## src/rtl/spp_enc_pkg.sv

```systemverilog
// Package: constants and register codes of the stereo predictor encoder.
`timescale 1ns / 1ps
`default_nettype none

package spp_enc_pkg;

    localparam int SAMPLE_WIDTH_DEFAULT = 16;

    localparam int CFG_INDEX_WIDTH = 3;
    localparam int CFG_DATA_WIDTH  = 16;

    localparam int MODE_WIDTH     = 2;
    localparam int LOST_WIDTH     = 5;
    localparam int COUNT_WIDTH    = 16;
    localparam int SUM_WIDTH      = 32;
    localparam int ORDER_WIDTH    = 2;

    typedef logic [MODE_WIDTH-1:0]      mode_t;
    typedef logic [ORDER_WIDTH-1:0]     order_t;
    typedef logic [CFG_INDEX_WIDTH-1:0] cfg_index_t;

    // Configuration register indexes
    localparam cfg_index_t REG_CHANNEL_MODE    = 3'd0;
    localparam cfg_index_t REG_LOSSY_ENABLE    = 3'd1;
    localparam cfg_index_t REG_LOST_BITS       = 3'd2;
    localparam cfg_index_t REG_ADAPTIVE_ENABLE = 3'd3;
    localparam cfg_index_t REG_BLOCK_LENGTH    = 3'd4;

    // Decorrelation modes
    localparam mode_t MODE_INDEPENDENT = 2'd0;
    localparam mode_t MODE_MID_SIDE    = 2'd1;
    localparam mode_t MODE_RIGHT_SIDE  = 2'd2;
    localparam mode_t MODE_LEFT_SIDE   = 2'd3;

    // Predictor orders
    localparam order_t ORDER_ZERO  = 2'd0;
    localparam order_t ORDER_ONE   = 2'd1;
    localparam order_t ORDER_TWO   = 2'd2;
    localparam order_t ORDER_FULL  = 2'd3;

    localparam logic [COUNT_WIDTH-1:0] BLOCK_LENGTH_RESET = 16'd16;

endpackage

`default_nettype wire

```

## src/rtl/stereo_poly_predictor_encoder_core.sv

```systemverilog
// Top level: stereo decorrelation, third-order fixed predictor and block sums.
`timescale 1ns / 1ps
`default_nettype none

// Stereo fixed-polynomial predictor encoder. Each input transfer carries one
// stereo frame (right, left); each output transfer carries the x and y
// residuals, the predictor order used and, on the frame that closes an
// adaptive block, the block's sum of zigzag-mapped x residuals (block_sum is
// zero on every other frame). Throughput is one frame per clock cycle while
// the output is not stalled, set by the predictor state loop, which closes at
// the result register. A frame passes two registers: the input register,
// loaded at the input transfer, and the result register, which also commits the
// predictor state. With the result register free, the frame moves on from the
// input register into the result register, which raises out_valid. The input
// register drains into the result register whenever the result is empty or
// being taken, so a new frame can be accepted while a finished result waits.
// The first three frames after reset give order 0, 1 and 2 residuals; every
// later frame gives order 3. Configuration writes take effect at once and must
// only be made while the block is idle. Lost-bit counts of SAMPLE_WIDTH-1 and
// above act as SAMPLE_WIDTH-1.
module stereo_poly_predictor_encoder_core #(
    parameter int SAMPLE_WIDTH = spp_enc_pkg::SAMPLE_WIDTH_DEFAULT
) (
    input  wire                                        clk,
    input  wire                                        rst_n,
    // configuration write port
    input  wire                                        cfg_we,
    input  wire  [spp_enc_pkg::CFG_INDEX_WIDTH-1:0]    cfg_index,
    input  wire  [spp_enc_pkg::CFG_DATA_WIDTH-1:0]     cfg_data,
    // input channel
    input  wire                                        in_valid,
    output logic                                       in_ready,
    input  wire  signed [SAMPLE_WIDTH-1:0]             right_sample,
    input  wire  signed [SAMPLE_WIDTH-1:0]             left_sample,
    // output channel
    output logic                                       out_valid,
    input  wire                                        out_ready,
    output logic signed [SAMPLE_WIDTH-1:0]             residual_x,
    output logic signed [SAMPLE_WIDTH-1:0]             residual_y,
    output logic [spp_enc_pkg::ORDER_WIDTH-1:0]        pred_order,
    output logic                                       block_done,
    output logic [spp_enc_pkg::SUM_WIDTH-1:0]          block_sum
);

    localparam int CW = spp_enc_pkg::COUNT_WIDTH;
    localparam int SW = spp_enc_pkg::SUM_WIDTH;
    localparam int LW = spp_enc_pkg::LOST_WIDTH;
    localparam logic [LW-1:0] MAX_SHIFT = LW'(SAMPLE_WIDTH - 1);

    // ---------------------------------------------------------------
    // Configuration registers
    // ---------------------------------------------------------------
    spp_enc_pkg::mode_t channel_mode_reg;
    logic               lossy_enable_reg;
    logic [LW-1:0]      lost_bits_reg;
    logic               adaptive_enable_reg;
    logic [CW-1:0]      block_length_reg;

    always_ff @(posedge clk or negedge rst_n)
    begin
        if (!rst_n)
        begin
            channel_mode_reg    <= spp_enc_pkg::MODE_INDEPENDENT;
            lossy_enable_reg    <= 1'b0;
            lost_bits_reg       <= '0;
            adaptive_enable_reg <= 1'b0;
            block_length_reg    <= spp_enc_pkg::BLOCK_LENGTH_RESET;
        end
        else if (cfg_we)
        begin
            unique case (cfg_index)
                spp_enc_pkg::REG_CHANNEL_MODE:
                    channel_mode_reg <= cfg_data[spp_enc_pkg::MODE_WIDTH-1:0];
                spp_enc_pkg::REG_LOSSY_ENABLE:
                    lossy_enable_reg <= cfg_data[0];
                spp_enc_pkg::REG_LOST_BITS:
                    lost_bits_reg <= cfg_data[LW-1:0];
                spp_enc_pkg::REG_ADAPTIVE_ENABLE:
                    adaptive_enable_reg <= cfg_data[0];
                spp_enc_pkg::REG_BLOCK_LENGTH:
                    block_length_reg <= cfg_data[CW-1:0];
                default:
                    ; // writes beyond the register list are dropped
            endcase
        end
    end

    // ---------------------------------------------------------------
    // Input register: hold one frame until the result register is free
    // ---------------------------------------------------------------
    logic                           s1_valid_reg;
    logic signed [SAMPLE_WIDTH-1:0] s1_right_reg;
    logic signed [SAMPLE_WIDTH-1:0] s1_left_reg;
    logic                           advance;
    logic                           in_xfer;

    // Move the held frame into the result stage when the output is empty
    // or its current result is transferred this cycle.
    assign advance  = s1_valid_reg && (!out_valid || out_ready);
    assign in_ready = !s1_valid_reg || advance;
    assign in_xfer  = in_valid && in_ready;

    always_ff @(posedge clk or negedge rst_n)
    begin
        if (!rst_n)
        begin
            s1_valid_reg <= 1'b0;
        end
        else if (in_xfer)
        begin
            s1_valid_reg <= 1'b1;
        end
        else if (advance)
        begin
            s1_valid_reg <= 1'b0;
        end
    end

    always_ff @(posedge clk)
    begin
        if (in_xfer)
        begin
            s1_right_reg <= right_sample;
            s1_left_reg  <= left_sample;
        end
    end

    // ---------------------------------------------------------------
    // Decorrelation
    // ---------------------------------------------------------------
    logic signed [SAMPLE_WIDTH:0]   pair_sum;
    logic signed [SAMPLE_WIDTH:0]   pair_sum_adj;
    logic signed [SAMPLE_WIDTH-1:0] mid_val;
    logic signed [SAMPLE_WIDTH-1:0] side_val;
    logic signed [SAMPLE_WIDTH-1:0] x_raw;
    logic signed [SAMPLE_WIDTH-1:0] y_raw;
    logic [LW-1:0]                  shift_amt;
    logic signed [SAMPLE_WIDTH-1:0] x_val;
    logic signed [SAMPLE_WIDTH-1:0] y_val;

    always_comb
    begin
        // Sum one bit wider; add one when negative so the halving truncates
        // toward zero rather than toward minus infinity.
        pair_sum     = {s1_right_reg[SAMPLE_WIDTH-1], s1_right_reg}
                     + {s1_left_reg[SAMPLE_WIDTH-1], s1_left_reg};
        pair_sum_adj = pair_sum + {{SAMPLE_WIDTH{1'b0}}, pair_sum[SAMPLE_WIDTH]};
        mid_val      = pair_sum_adj[SAMPLE_WIDTH:1];
        side_val     = s1_left_reg - s1_right_reg;  // wraps at sample width

        unique case (channel_mode_reg)
            spp_enc_pkg::MODE_MID_SIDE:
            begin
                x_raw = mid_val;
                y_raw = side_val;
            end
            spp_enc_pkg::MODE_RIGHT_SIDE:
            begin
                x_raw = s1_right_reg;
                y_raw = side_val;
            end
            spp_enc_pkg::MODE_LEFT_SIDE:
            begin
                x_raw = s1_left_reg;
                y_raw = side_val;
            end
            default:
            begin
                x_raw = s1_right_reg;
                y_raw = s1_left_reg;
            end
        endcase

        // Saturate the shift so an oversized count gives 0 or -1.
        shift_amt = (lost_bits_reg > MAX_SHIFT) ? MAX_SHIFT : lost_bits_reg;
        if (lossy_enable_reg)
        begin
            x_val = x_raw >>> shift_amt;
            y_val = y_raw >>> shift_amt;
        end
        else
        begin
            x_val = x_raw;
            y_val = y_raw;
        end
    end

    // ---------------------------------------------------------------
    // Fixed polynomial predictors, all differences wrap at sample width
    // ---------------------------------------------------------------
    logic signed [SAMPLE_WIDTH-1:0] prev_level_x_reg, prev_diff1_x_reg, prev_diff2_x_reg;
    logic signed [SAMPLE_WIDTH-1:0] prev_level_y_reg, prev_diff1_y_reg, prev_diff2_y_reg;
    logic signed [SAMPLE_WIDTH-1:0] d1_x, d2_x, d3_x, d1_y, d2_y, d3_y;
    logic signed [SAMPLE_WIDTH-1:0] rx_next, ry_next;
    spp_enc_pkg::order_t            warmup_reg;

    always_comb
    begin
        d1_x = x_val - prev_level_x_reg;
        d2_x = d1_x - prev_diff1_x_reg;
        d3_x = d2_x - prev_diff2_x_reg;
        d1_y = y_val - prev_level_y_reg;
        d2_y = d1_y - prev_diff1_y_reg;
        d3_y = d2_y - prev_diff2_y_reg;

        unique case (warmup_reg)
            spp_enc_pkg::ORDER_ZERO:
            begin
                rx_next = x_val;
                ry_next = y_val;
            end
            spp_enc_pkg::ORDER_ONE:
            begin
                rx_next = d1_x;
                ry_next = d1_y;
            end
            spp_enc_pkg::ORDER_TWO:
            begin
                rx_next = d2_x;
                ry_next = d2_y;
            end
            default:
            begin
                rx_next = d3_x;
                ry_next = d3_y;
            end
        endcase
    end

    // ---------------------------------------------------------------
    // Adaptive block sums of zigzag-mapped x residuals
    // ---------------------------------------------------------------
    logic [SAMPLE_WIDTH-1:0] rx_dbl;
    logic [SAMPLE_WIDTH-1:0] zig_val;
    logic [CW-1:0]           block_count_reg;
    logic [CW-1:0]           count_inc;
    logic [SW-1:0]           running_sum_reg;
    logic [SW-1:0]           sum_inc;
    logic                    accumulate;
    logic                    done_next;

    always_comb
    begin
        // Low bits of 2*r; map r>0 to 2r-1 and r<=0 to -2r, kept to width.
        rx_dbl = {rx_next[SAMPLE_WIDTH-2:0], 1'b0};
        if (!rx_next[SAMPLE_WIDTH-1] && (rx_next != '0))
        begin
            zig_val = rx_dbl - 1'b1;
        end
        else
        begin
            zig_val = '0 - rx_dbl;
        end
        accumulate = (warmup_reg == spp_enc_pkg::ORDER_FULL) && adaptive_enable_reg;
        count_inc  = block_count_reg + 1'b1;
        sum_inc    = running_sum_reg + SW'(zig_val);
        done_next  = accumulate && (count_inc == block_length_reg);
    end

    // ---------------------------------------------------------------
    // State commit and result register
    // ---------------------------------------------------------------
    always_ff @(posedge clk or negedge rst_n)
    begin
        if (!rst_n)
        begin
            prev_level_x_reg <= '0;
            prev_diff1_x_reg <= '0;
            prev_diff2_x_reg <= '0;
            prev_level_y_reg <= '0;
            prev_diff1_y_reg <= '0;
            prev_diff2_y_reg <= '0;
            warmup_reg       <= spp_enc_pkg::ORDER_ZERO;
            block_count_reg  <= '0;
            running_sum_reg  <= '0;
        end
        else if (advance)
        begin
            prev_level_x_reg <= x_val;
            prev_diff1_x_reg <= d1_x;
            prev_diff2_x_reg <= d2_x;
            prev_level_y_reg <= y_val;
            prev_diff1_y_reg <= d1_y;
            prev_diff2_y_reg <= d2_y;
            if (warmup_reg != spp_enc_pkg::ORDER_FULL)
            begin
                warmup_reg <= warmup_reg + 1'b1;
            end
            if (done_next)
            begin
                block_count_reg <= '0;
                running_sum_reg <= '0;
            end
            else if (accumulate)
            begin
                block_count_reg <= count_inc;
                running_sum_reg <= sum_inc;
            end
        end
    end

    logic out_valid_reg;

    always_ff @(posedge clk or negedge rst_n)
    begin
        if (!rst_n)
        begin
            out_valid_reg <= 1'b0;
        end
        else if (advance)
        begin
            out_valid_reg <= 1'b1;
        end
        else if (out_ready)
        begin
            out_valid_reg <= 1'b0;
        end
    end

    always_ff @(posedge clk)
    begin
        if (advance)
        begin
            residual_x <= rx_next;
            residual_y <= ry_next;
            pred_order <= warmup_reg;
            block_done <= done_next;
            block_sum  <= done_next ? sum_inc : '0;
        end
    end

    assign out_valid = out_valid_reg;

endmodule

`default_nettype wire

```

## config.mk

```make
export PLATFORM = sky130hd
export DESIGN_NAME = stereo_poly_predictor_encoder_core
export DESIGN_NICKNAME = d
export VERILOG_FILES = /design/src/rtl/spp_enc_pkg.sv /design/src/rtl/stereo_poly_predictor_encoder_core.sv
export SDC_FILE = /design/constraint.sdc
export NUM_CORES = 1
export LEC_CHECK = 0
export BUFFER_PORTS_ARGS = -buffer_cell sky130_fd_sc_hd__buf_2
export CORE_MARGIN = 1.5
export CORE_UTILIZATION = 45
export CTS_BUF_LIST = sky130_fd_sc_hd__clkbuf_8
export DETAILED_ROUTE_END_ITERATION = 12
export SYNTH_ARGS = -nofsm -noshare
export SYNTH_HDL_FRONTEND = slang
export SYNTH_SLANG_ARGS = --single-unit
export TNS_END_PERCENT = 100
```

## constraint.sdc

```tcl
create_clock -name clk -period 14.74 [get_ports clk]
set_clock_uncertainty 0.2 [all_clocks]
set_input_delay 2.948 -clock clk [delete_from_list [all_inputs] [get_ports clk]]
set_output_delay 2.948 -clock clk [all_outputs]
set_load 0.02 [all_outputs]
```

Yosys cells after proc, flatten, opt, wreduce, memory -nomap -nowiden --
Index checks and enable logic that the tools add are counted.
Operators by class: $lt $le $gt $ge 1, shift operators 2, add/subtract/negate cells 14, eq/ne operators 12, reductions and logical operators 24, mux-type cells 16
Operators with widths (count):
- subtractor 16 bit | 7
- two-way mux 16 bit | 6
- one-hot mux 16 bit (3 select lines) | 2
- two-way mux 32 bit | 2
- adder 32 x 16 -> 32 bit | 1
- one-hot mux 16 bit (2 select lines) | 1
- >>> shifter 16 x 5 -> 16 bit | 2
- adder 16 x 16 -> 17 bit | 1
- adder 17 x 1 -> 17 bit | 1
- adder 16 x 1 -> 16 bit, second input constant | 1
- == test 16 bit | 1
- nonzero test 16 bit | 1
- subtractor 1 x 16 -> 16 bit, first input constant | 1
- subtractor 16 x 1 -> 16 bit, second input constant | 1
- AND reduction 2 bit | 7
- == test 2 bit, second input constant | 4
- == test 3 x 2 -> 1 bit, second input constant | 2
- nonzero test 2 bit | 3
- greater-than comparator 5 x 4 -> 1 bit, second input constant | 1
- logical AND 1 bit | 5
- two-way mux 5 bit | 1
- == test 2 x 1 -> 1 bit, second input constant | 2
- two-way mux 1 bit | 4
- == test 3 x 1 -> 1 bit, second input constant | 1
- 8 further kinds | 11
Storage, ports and cells: output and inout bits 69, register bits after elaboration 272, word-level logic and storage cells 92, input bits 56

Depth between registers and ports, before layout --
Gate-level depths: netlist (run 1).
depth in word-level cells 15, depth in mapped cells 64, depth with buffers taken out 62

Least setup slack after synthesis (run 1) --
OpenSTA, ideal clock, no wires.
path kind reg-to-reg, start point register s1_left_reg[7], end point register block_sum[27] (netlist bit) (data pin), cell stages (with the launch flop) 62, library setup time 266 ps, slack 2863 ps, clock period less this slack 11877 ps, arrival time 11411 ps, path buffers 3, data required time 14274 ps, path through edfxtp_1 -> ha_1 -> clkbuf_1 -> nor2b_1 -> or2_0 -> o31a_1 -> o211ai_1 -> nand2_1 -> nor2_1 -> ha_1 -> nand2_1 -> a41oi_1 -> nand3b_1 -> nor4_4 -> xnor2_1 -> a211o_1 -> o221a_1 -> a31o_2 -> (+26 left out) -> xnor2_1 -> ha_1 -> a21o_1 -> a21oi_1 -> o21bai_1 -> a21oi_1 -> o21bai_1 -> a21oi_1 -> o21bai_1 -> a21oi_1 -> o21bai_1 -> a21o_1 -> a211oi_1 -> nor4_1 -> clkbuf_1 -> nand2_1 -> xor2_1 -> nor2_1
On the way: word-level cells in the longest chain between the ends 13, elaborated cells between the ends (all ways) 16, those cells by class add/sub (8); shift (1); mux (4); reduce/logical (3)
Ends and longest elaborated chain:
- start, declared | RTL line stereo_poly_predictor_encoder_core.sv:93 | logic signed [SAMPLE_WIDTH-1:0] s1_left_reg;
- start signal, assigned | RTL line stereo_poly_predictor_encoder_core.sv:124 | s1_left_reg <= left_sample;
- adder 16 x 16 -> 17 bit | RTL line stereo_poly_predictor_encoder_core.sv:146 | + {s1_left_reg[SAMPLE_WIDTH-1], s1_left_reg};
- adder 17 x 1 -> 17 bit | RTL line stereo_poly_predictor_encoder_core.sv:147 | pair_sum_adj = pair_sum + {{SAMPLE_WIDTH{1'b0}}, pair_sum[SAMPLE_WIDTH]};
- one-hot mux 16 bit (2 select lines) (*) | RTL line stereo_poly_predictor_encoder_core.sv:151 | unique case (channel_mode_reg)
- >>> shifter 16 x 5 -> 16 bit | RTL line stereo_poly_predictor_encoder_core.sv:178 | x_val = x_raw >>> shift_amt;
- two-way mux 16 bit (*) | RTL line stereo_poly_predictor_encoder_core.sv:176 | if (lossy_enable_reg)
- subtractor 16 bit (*) | RTL line stereo_poly_predictor_encoder_core.sv:199 | d1_x = x_val - prev_level_x_reg;
- named net d1_x[8] | RTL line stereo_poly_predictor_encoder_core.sv:193 | logic signed [SAMPLE_WIDTH-1:0] d1_x, d2_x, d3_x, d1_y, d2_y, d3_y;
- subtractor 16 bit (*) | RTL line stereo_poly_predictor_encoder_core.sv:200 | d2_x = d1_x - prev_diff1_x_reg;
- named net d2_x[9] | RTL line stereo_poly_predictor_encoder_core.sv:193
- subtractor 16 bit (*) | RTL line stereo_poly_predictor_encoder_core.sv:201 | d3_x = d2_x - prev_diff2_x_reg;
- one-hot mux 16 bit (3 select lines) (*) | RTL line stereo_poly_predictor_encoder_core.sv:206 | unique case (warmup_reg)
- named net rx_next[15] | RTL line stereo_poly_predictor_encoder_core.sv:194 | logic signed [SAMPLE_WIDTH-1:0] rx_next, ry_next;
- nonzero test 16 bit / logical NOT 1 bit (equally long branches) | RTL line stereo_poly_predictor_encoder_core.sv:246 | if (!rx_next[SAMPLE_WIDTH-1] && (rx_next != '0))
- logical AND 1 bit (*) | RTL line stereo_poly_predictor_encoder_core.sv:246
- two-way mux 16 bit (*) | RTL line stereo_poly_predictor_encoder_core.sv:246
- adder 32 x 16 -> 32 bit (*) | RTL line stereo_poly_predictor_encoder_core.sv:256 | sum_inc = running_sum_reg + SW'(zig_val);
- end signal, assigned | RTL line stereo_poly_predictor_encoder_core.sv:328 | block_sum <= done_next ? sum_inc : '0;
- end, declared | RTL line stereo_poly_predictor_encoder_core.sv:42 | output logic [spp_enc_pkg::SUM_WIDTH-1:0] block_sum
The timed path passes the listed nets; every way through them passes the cells marked *. A chain may end at the register's enable or synchronous reset.

Worst setup path in the final report (run 1) --
start point register s1_right_reg[0], end point register block_sum[26] (netlist bit) (data pin)
On the way: word-level cells in the longest chain between the ends 13, elaborated cells between the ends (all ways) 16, those cells by class add/sub (8); shift (1); mux (4); reduce/logical (3)
Ends and longest elaborated chain:
- start, declared | RTL line stereo_poly_predictor_encoder_core.sv:92 | logic signed [SAMPLE_WIDTH-1:0] s1_right_reg;
- start signal, assigned | RTL line stereo_poly_predictor_encoder_core.sv:123 | s1_right_reg <= right_sample;
- adder 16 x 16 -> 17 bit | RTL line stereo_poly_predictor_encoder_core.sv:146
- adder 17 x 1 -> 17 bit | RTL line stereo_poly_predictor_encoder_core.sv:147
- one-hot mux 16 bit (2 select lines) (*) | RTL line stereo_poly_predictor_encoder_core.sv:151
- >>> shifter 16 x 5 -> 16 bit | RTL line stereo_poly_predictor_encoder_core.sv:178
- two-way mux 16 bit (*) | RTL line stereo_poly_predictor_encoder_core.sv:176
- subtractor 16 bit (*) | RTL line stereo_poly_predictor_encoder_core.sv:199
- named net d1_x[14] | RTL line stereo_poly_predictor_encoder_core.sv:193
- subtractor 16 bit (*) | RTL line stereo_poly_predictor_encoder_core.sv:200
- named net d2_x[14] | RTL line stereo_poly_predictor_encoder_core.sv:193
- subtractor 16 bit | RTL line stereo_poly_predictor_encoder_core.sv:201
- one-hot mux 16 bit (3 select lines) (*) | RTL line stereo_poly_predictor_encoder_core.sv:206
- branches (longest 2 deep; another with subtractor 1 x 16 -> 16 bit)
- two-way mux 16 bit (*) | RTL line stereo_poly_predictor_encoder_core.sv:246
- adder 32 x 16 -> 32 bit (*) | RTL line stereo_poly_predictor_encoder_core.sv:256
Mark *: on every way through the listed nets, which the timed path passes.

==> results of run 1 <==
cell usage in the layout, fill, tap and decap left out, drive strengths merged, types with 54 or more instances in the layout:
master / count
a21oi: 153
inv: 235
clkbuf: 58
nand3: 54
ha: 145
nand2: 288
xnor2: 117
dfrtp: 172
buf: 153
o21ai: 255
nor3: 64
edfxtp: 99
nor2: 208
worst max-delay path, delay by kind of cell, from the launching register on:
kind / cells / cell delay (ns)
AO/OA/AOI/OAI: 29 / 7.35
adder cells (fa/ha/maj): 9 / 2.73
AND/OR/NAND/NOR: 13 / 2.08
flip-flops: 1 / 0.41
XOR/XNOR: 2 / 0.32
buffers and inverters: 2 / 0.19
metal layers:
metal,part of all wire (%),routed length [microns],global-route usage (%),vias to the layer above
li1,-,-,-,9380
met1,47,29700,35.7,9259
met2,46,29200,40.6,527
met3,4.6,2970,2.98,129
met4,3.1,1970,9.10,0
met5,0,0,0,-
final cells by class:
| type | instances | area [sq um] | share of cell area, % |
|---|---|---|---|
| diodes | 1 | 2.50 | 0.0105 |
| clock buffers | 57 | 785 | 3.30 |
| clock inverters | 35 | 200 | 0.841 |
| inverters | 213 | 805 | 3.38 |
| multi-input cells | 1960 | 13100 | 55.0 |
| flip-flops and latches | 272 | 7300 | 30.7 |
| well taps | 615 | 769 | 3.23 |
| repair buffers | 154 | 855 | 3.59 |
timing repair:
action,CTS,global route
setup endpoints to repair,0,38
hold buffers,0,0
resized for setup,0,3
through the flow:
step	util (%)	instance area, sq um	hold slack [ns]	setup slack (ns)	std cells
2_1_floorplan	-	21600	0.245	2.86	2560
3_3_place_gp	47.9	22800	0.266	1.39	3214
3_5_place_dp	47.9	22800	0.272	1.04	3214
4_1_cts	50.0	23800	0.284	0.951	3306
5_1_grt	50.1	23800	0.306	0.0856	3307
6_report	50.1	23800	0.280	1.18	3307
final timing paths:
check | startpoint | to | slack, ns
max in group asynchronous | rst_n | block_length_reg[13] | 10.99
hold / removal | prev_level_x_reg[14] | prev_level_x_reg[14] | 0.28
setup / recovery | s1_right_reg[0] | block_sum[26] | 1.18
min in group asynchronous | rst_n | prev_diff2_y_reg[1] | 2.05
hold reg to reg | prev_level_x_reg[14] | prev_level_x_reg[14] | 0.28
setup reg to reg | s1_right_reg[0] | block_sum[26] | 1.18
kinds of logic (layout without fill, tap and decap cells):
group | Yosys count | count (layout) | synth area share, %
compound gates | 769 | 769 | 23.3
xor+xnor | 159 | 159 | 6.72
fa+ha+maj | 154 | 154 | 9.24
buf+inv | 328 | 459 | 5.79
flops | 272 | 272 | 33.8
mux | 52 | 52 | 2.71
other cells | 0 | 1 | 0
simple gates | 826 | 826 | 18.4
==> flow_summary.ini, run 1 <==
[status]
status = finished clean

[clock_tree]
cts_tree = done
cts_htree_levels = 2
numCtsBuffers = 51
cts.path.max_buffers = 3
insertion_delay_ns = 0.69
path_clk_slew_ns = 0.06
root_buffer = clkbuf_8
cts_setup_buffers = 0
cts_num_sinks = 272

[setup_path]
cp.required_ns = 14.96
slowest_stage = o311ai_0
critPathMaxStageDelay_ns = 0.83
worstPathArrival_ns = 13.78
worst-r2r-cell-count = 55
crit_top_cell = ha_1
crit_path_end_kind = flop
cp_max_fo = 7
critical_path_class = reg -> reg
startpoint_type = flop

[timing]
hold_viol = 0
worst_pin_slew_ns = 1.31
fmax_mhz = 73.8
slew_headroom_pct = 11.9
fin_crit_ns = 13.56
tns_ns = 0
setup-violations-final = 0
period_share_pct = 92.0
drv_slew = 0
grt_setup_unrepaired = false

[global_route]
grt_max_degree = 101
grt_pass1_wl_microns = 101000
gr-usage-all-layers_pct = 25.5
grt_antenna_before_repair = 1
grt_pass1_vias = 18200
grt_overflow = 0

[min_path]
hp-class = reg -> reg
whs_path_depth = 2

[floorplanning]
start_util_pct = 45.4
rows = 80
die_w_microns = 222
die_h_microns = 222
core_sq_um = 47500
die-area_sq_um = 49300
ios = 125

[place]
portBuffers = 124
dp_hpwl_microns = 47000
place.gp.congestion = 0.945

[cells_and_area]
syn2layout_area_growth_pct = 10.2
layout-drive-gt1-share_pct = 12.0
nets = 2862
fill_cells = 4506

[synth]
synthFlopType = dfrtp_1
yosysSeqAreaShare_pct = 33.8
synth_enable_flop_cells = 99
synth.most_common_cell = nand2_1
syn_area_sq_um = 21600
ys_warn_count = 0
yosys-top-cells-area = dfrtp_1 20%, edfxtp_1 14%, ha_1 8.4%, o21ai_0 5.8%, nand2_1 5.0%
yosysUniqueCellTypes = 106
synth.largest_area_cell = dfrtp_1
synthTopCellsByCount = 288 x nand2_1, 251 x o21ai_0, 209 x inv_1
syn_avg_cell_area_sq_um = 8.43
ys_ff_latch = 272
syn_nets = 2770
yosysTopAreaCellShare_pct = 19.9
async_reset_ff_share_pct = 63.6
synthCells = 2560

[routing]
drt-initial-drc-count = 1509
wl_microns = 63800
final_antenna_net_count = 0
drc = 0
wl_per_cell_microns = 19.3
dr.pass1.iters = 6
dr_total_vias = 19300
vias_per_cell = 5.83

[job]
cap_violations = 0
Power of run 1 is not shown: default switching activity piles up to over one toggle a cycle in this logic, so the estimate is an artifact.
==> run 2, diff against run 1 <==
Settings changed: ABC_AREA from default to 1.
==> flow_summary.ini, run 2 <==
[cells_and_area]
stdcell_area_sq_um = 23100
nets = 3161
final_common_cell = nand2_1
final_cell_mix = 738 x nand2_1, 398 x inv_1, 252 x o21ai_0, 196 x nand3_1, 172 x dfrtp_1
syn2layout_area_growth_pct = 10.9
layout-drive-gt1-share_pct = 11.7
final_cell_count_no_fill = 3596

[synth]
synthCells = 2847
syn_nets = 3057
synth.largest_area_cell = dfrtp_1
syn_avg_cell_area_sq_um = 7.32
ys_ff_latch = 272
synth.most_common_cell = nand2_1
synthFlopType = dfrtp_1
yosys-top-cells-area = dfrtp_1 21%, edfxtp_1 14%, nand2_1 13%, ha_1 8.7%, inv_1 7.0%
yosysSeqAreaShare_pct = 35.0
yosysUniqueCellTypes = 58
synthTopCellsByCount = 739 x nand2_1, 390 x inv_1, 253 x o21ai_0
yosysTopAreaCellShare_pct = 20.7
syn_area_sq_um = 20800
ys_warn_count = 0
synth_enable_flop_cells = 99
async_reset_ff_share_pct = 63.6

[setup_path]
critPathLaunch = s1_left_reg[9]
cp_max_fo = 15
startpoint_type = flop
cp.required_ns = 14.91
critPathMaxStageDelay_ns = 0.47
worst-r2r-cell-count = 81
crit_path_end_kind = flop
crit_top_cell = nand2_1
r2r_end = block_sum[28]
r2r_slack_ns = 1.45
critical_path_class = reg -> reg
worstPathArrival_ns = 13.46
rr_startpoint = s1_left_reg[9]
slowest_stage = ha_1

[min_path]
whs_endpoint = prev_diff1_y_reg[4]
hp-class = reg -> reg
whs_path_depth = 2
worstHoldStart = prev_diff1_y_reg[4]

[global_route]
grt_antenna_before_repair = 1
gr-usage-all-layers_pct = 24.4
grt_overflow = 0
grt_max_degree = 105
grt_pass1_wl_microns = 93000
grt_pass1_vias = 17800

[routing]
final_antenna_net_count = 0
dr.pass1.iters = 7
drc = 0
dr_total_vias = 18800
wl_per_cell_microns = 16.1
wl_microns = 57700
vias_per_cell = 5.24
drt-initial-drc-count = 1281

[clock_tree]
cts_num_sinks = 272
insertion_delay_ns = 0.66
cts_hold_buf = 0
cts.path.max_buffers = 3
cts_tree = done
root_buffer = clkbuf_8
numCtsBuffers = 52
cts_htree_levels = 2
path_clk_slew_ns = 0.06

[timing]
hold_viol = 0
period_share_pct = 90.1
grt_setup_unrepaired = false
fin_crit_ns = 13.29
drv_slew = 0
worst_pin_slew_ns = 1.14
fmax_mhz = 75.3
tns_ns = 0
slew_headroom_pct = 23.7
setup-violations-final = 0

[floorplanning]
die-area_sq_um = 47600
rows = 78
core_sq_um = 45600
ios = 125
start_util_pct = 45.7
die_w_microns = 218
die_h_microns = 218

[status]
status = finished clean

[place]
place.gp.congestion = 0.947
dp_hpwl_microns = 43500
portBuffers = 124
dp.cells = 3497
placed_area_sq_um = 22000

[job]
cap_violations = 0
-- run 2: logic make-up (layout without fill, tap and decap cells) --
| logic type | Yosys count | after routing | share of synthesized area [%] |
|---|---|---|---|
| buffers and inverters | 505 | 653 | 9.40 |
| XOR/XNOR | 121 | 121 | 5.12 |
| multiplexers | 12 | 12 | 0.636 |
| AND/OR/NAND/NOR | 1237 | 1237 | 25.6 |
| flip-flops | 272 | 272 | 35.0 |
| adder cells (fa/ha/maj) | 154 | 154 | 9.57 |
| other | 0 | 1 | 0 |
| AO/OA/AOI/OAI | 546 | 546 | 14.7 |
-- run 2: routing by layer --
layer	global-route usage, %	wire length [microns]
met4	7.03	1400
met3	3.33	2730
met5	0	0
met1	34.8	28100
met2	38.4	25500
-- run 2: repair_timing --
item | CTS | global route
setup endpoints to repair | 0 | 6
gates resized for setup | 0 | 1
setup buffers | 0 | 0
-- run 2: area by class of cell --
cell class | count | area, sq um
repair buffers | 142 | 762
diodes | 1 | 2.50
flip-flops and latches | 272 | 7300
clock inverters | 38 | 322
clock buffers | 60 | 826
well taps | 600 | 751
fillers | 4499 | 22500
inverters | 413 | 1560
multi-input cells | 2070 | 11600
-- run 2: critical path, delay by kind of cell, from the launching register on --
family                     cells  cell delay (ns)
buffers and inverters          7             0.69
AOI/OAI and AO/OA             20             4.02
xor gates and xnor gates       3             0.66
adders and majority gates      6             2.00
DFF                            1             0.43
and+or+nand+nor               45             5.04
-- run 2: stage by stage --
stage	hold WS, ns	setup slack, ns	utilization, %
after floorplan	0.253	3.50	-
after global placement	0.266	2.04	48.2
after detailed placement	0.272	1.50	48.2
after CTS	0.288	1.49	50.7
after global routing	0.302	0.0455	50.7
final	0.282	1.45	50.7
-- run 2: worst max-delay path by stage --
stage | endpoint | slack, ns | depth (start not counted)
2_1_floorplan | block_sum[30] | 3.50 | 84
3_3_place_gp | block_sum[30] | 2.04 | 79
3_5_place_dp | block_sum[28] | 1.50 | 80
4_1_cts | block_sum[28] | 1.49 | 80
5_1_grt | running_sum_reg[30] | 0.05 | 79
6_report | block_sum[28] | 1.45 | 81
Power of run 2 is left out for the same reason.
==> run 3, diff against run 2 <==
Settings changed: CORE_MARGIN 1.5 to 2, REMOVE_ABC_BUFFERS from default to 1.
==> flow_summary.ini, run 3 (synthesis results as in run 2) <==
[status]
status = finished clean

[global_route]
gr-usage-all-layers_pct = 24.2
gr-usage-met3_pct = 2.79
grt_overflow = 0
grtUsageMet2_pct = 39.9
grt_max_degree = 100
top_usage_layer = met2
grt_antenna_before_repair = 0
grtUsageMet1_pct = 33.3
grt_pass1_vias = 18400
grt_pass1_wl_microns = 93500

[routing]
final_antenna_net_count = 0
vias_per_cell = 5.24
dr.pass1.iters = 9
dr_total_vias = 18800
wl_per_cell_microns = 16.0
drt-initial-drc-count = 1433
drc = 0
wl_microns = 57400

[setup_path]
rr_startpoint = s1_right_reg[0]
worst-path-buf-inv = 9
crit_top_cell = nand2_1
worst-r2r-cell-count = 90
r2r_end = block_sum[29]
slowest_stage = edfxtp_1
cp.required_ns = 15.01
cp_max_fo = 15
r2r_slack_ns = 1.62
startpoint_type = flop
worstPathArrival_ns = 13.39
crit_path_end_kind = flop
critPathMaxStageDelay_ns = 0.40
crit_family = simple AND/OR/NAND/NOR gates
critical_path_class = reg -> reg

[clock_tree]
insertion_delay_ns = 0.64
path_clk_slew_ns = 0.06
cts.path.max_buffers = 3
cts_setup_buffers = 0
numCtsBuffers = 50
cts_num_sinks = 272
root_buffer = clkbuf_8
cts_hold_buf = 0
cts_tree = done
cts_htree_levels = 2

[timing]
hold_viol = 0
setup-violations-final = 0
grt_setup_unrepaired = false
worst_pin_slew_ns = 1.17
slew_headroom_pct = 21.7
fin_crit_ns = 13.12
setup_ws_ns = 1.62
drv_slew = 0
tns_ns = 0
period_share_pct = 89.0
fmax_mhz = 76.2

[floorplanning]
start_util_pct = 45.7
die-area_sq_um = 48100
die_h_microns = 219
rows = 78
die_w_microns = 219
ios = 125
core_sq_um = 45600

[cells_and_area]
diodes = 0
nets = 3162
final_common_cell = nand2_1
final_cell_mix = 738 x nand2_1, 408 x inv_1, 247 x o21ai_0, 196 x nand3_1, 172 x dfrtp_1
post-route-util_pct = 50.4
syn2layout_area_growth_pct = 10.1
layout-drive-gt1-share_pct = 11.3

[place]
place_ws_ns = 1.24
place.gp.congestion = 0.923
portBuffers = 124
dp_hpwl_microns = 43000

[min_path]
worstHoldStart = prev_diff2_y_reg[7]
whs_path_depth = 2
hp-class = reg -> reg
whs_endpoint = prev_diff2_y_reg[7]

[job]
cap_violations = 0
-- run 3: worst max path at each step --
stage / startpoint / to / slack, ns / cells after the start
3_5_place_dp: s1_right_reg[0] / block_sum[30] / 1.24 / 81
3_3_place_gp: s1_right_reg[0] / block_sum[30] / 1.81 / 81
2_1_floorplan: s1_left_reg[5] / block_sum[30] / 3.36 / 82
6_report: s1_right_reg[0] / block_sum[29] / 1.62 / 90
5_1_grt: s1_right_reg[0] / running_sum_reg[31] / 0.009 / 90
4_1_cts: s1_right_reg[0] / block_sum[30] / 1.19 / 81
-- run 3: routing by layer --
layer | up-vias | wire length [microns] | part of all wire (%)
li1 | 9565 | - | -
met1 | 8759 | 27300 | 48
met2 | 408 | 26300 | 46
met3 | 97 | 2480 | 4.3
met4 | 0 | 1410 | 2.5
met5 | - | 0 | 0
-- run 3: worst reg2reg max path, delay by kind of cell (launching register included) --
kind	cells	cell delay, ns
compound gates	16	2.80
xor+xnor	3	0.60
fa+ha+maj	7	2.06
buf+inv	9	0.79
flops	1	0.40
simple gates	55	6.08
-- run 3: cell type report --
| class | count | area (sq um) |
|---|---|---|
| clock buffers | 55 | 757 |
| multi-input cells | 2070 | 11600 |
| well taps | 600 | 751 |
| repair buffers | 145 | 785 |
| inverters | 413 | 1560 |
| flip-flops and latches | 272 | 7300 |
| fillers | 4494 | 22600 |
| clock inverters | 39 | 199 |
-- run 3: what timing repair did --
item,in CTS,in global routing
gates resized for setup,0,9
endpoints found under the hold margin,0,0
setup endpoints to repair,0,16
-- run 3: metrics by stage --
| step | cell area [sq um] | hold WS (ns) | cells |
|---|---|---|---|
| CTS | 22900 | 0.289 | 3594 |
| global placement | 22000 | 0.268 | 3500 |
| detailed placement | 22000 | 0.274 | 3500 |
| global route | 23000 | 0.308 | 3594 |
| finish | 23000 | 0.283 | 3594 |
| floorplan | 20400 | 0.253 | 2755 |
Power of run 3 is left out for the same reason.
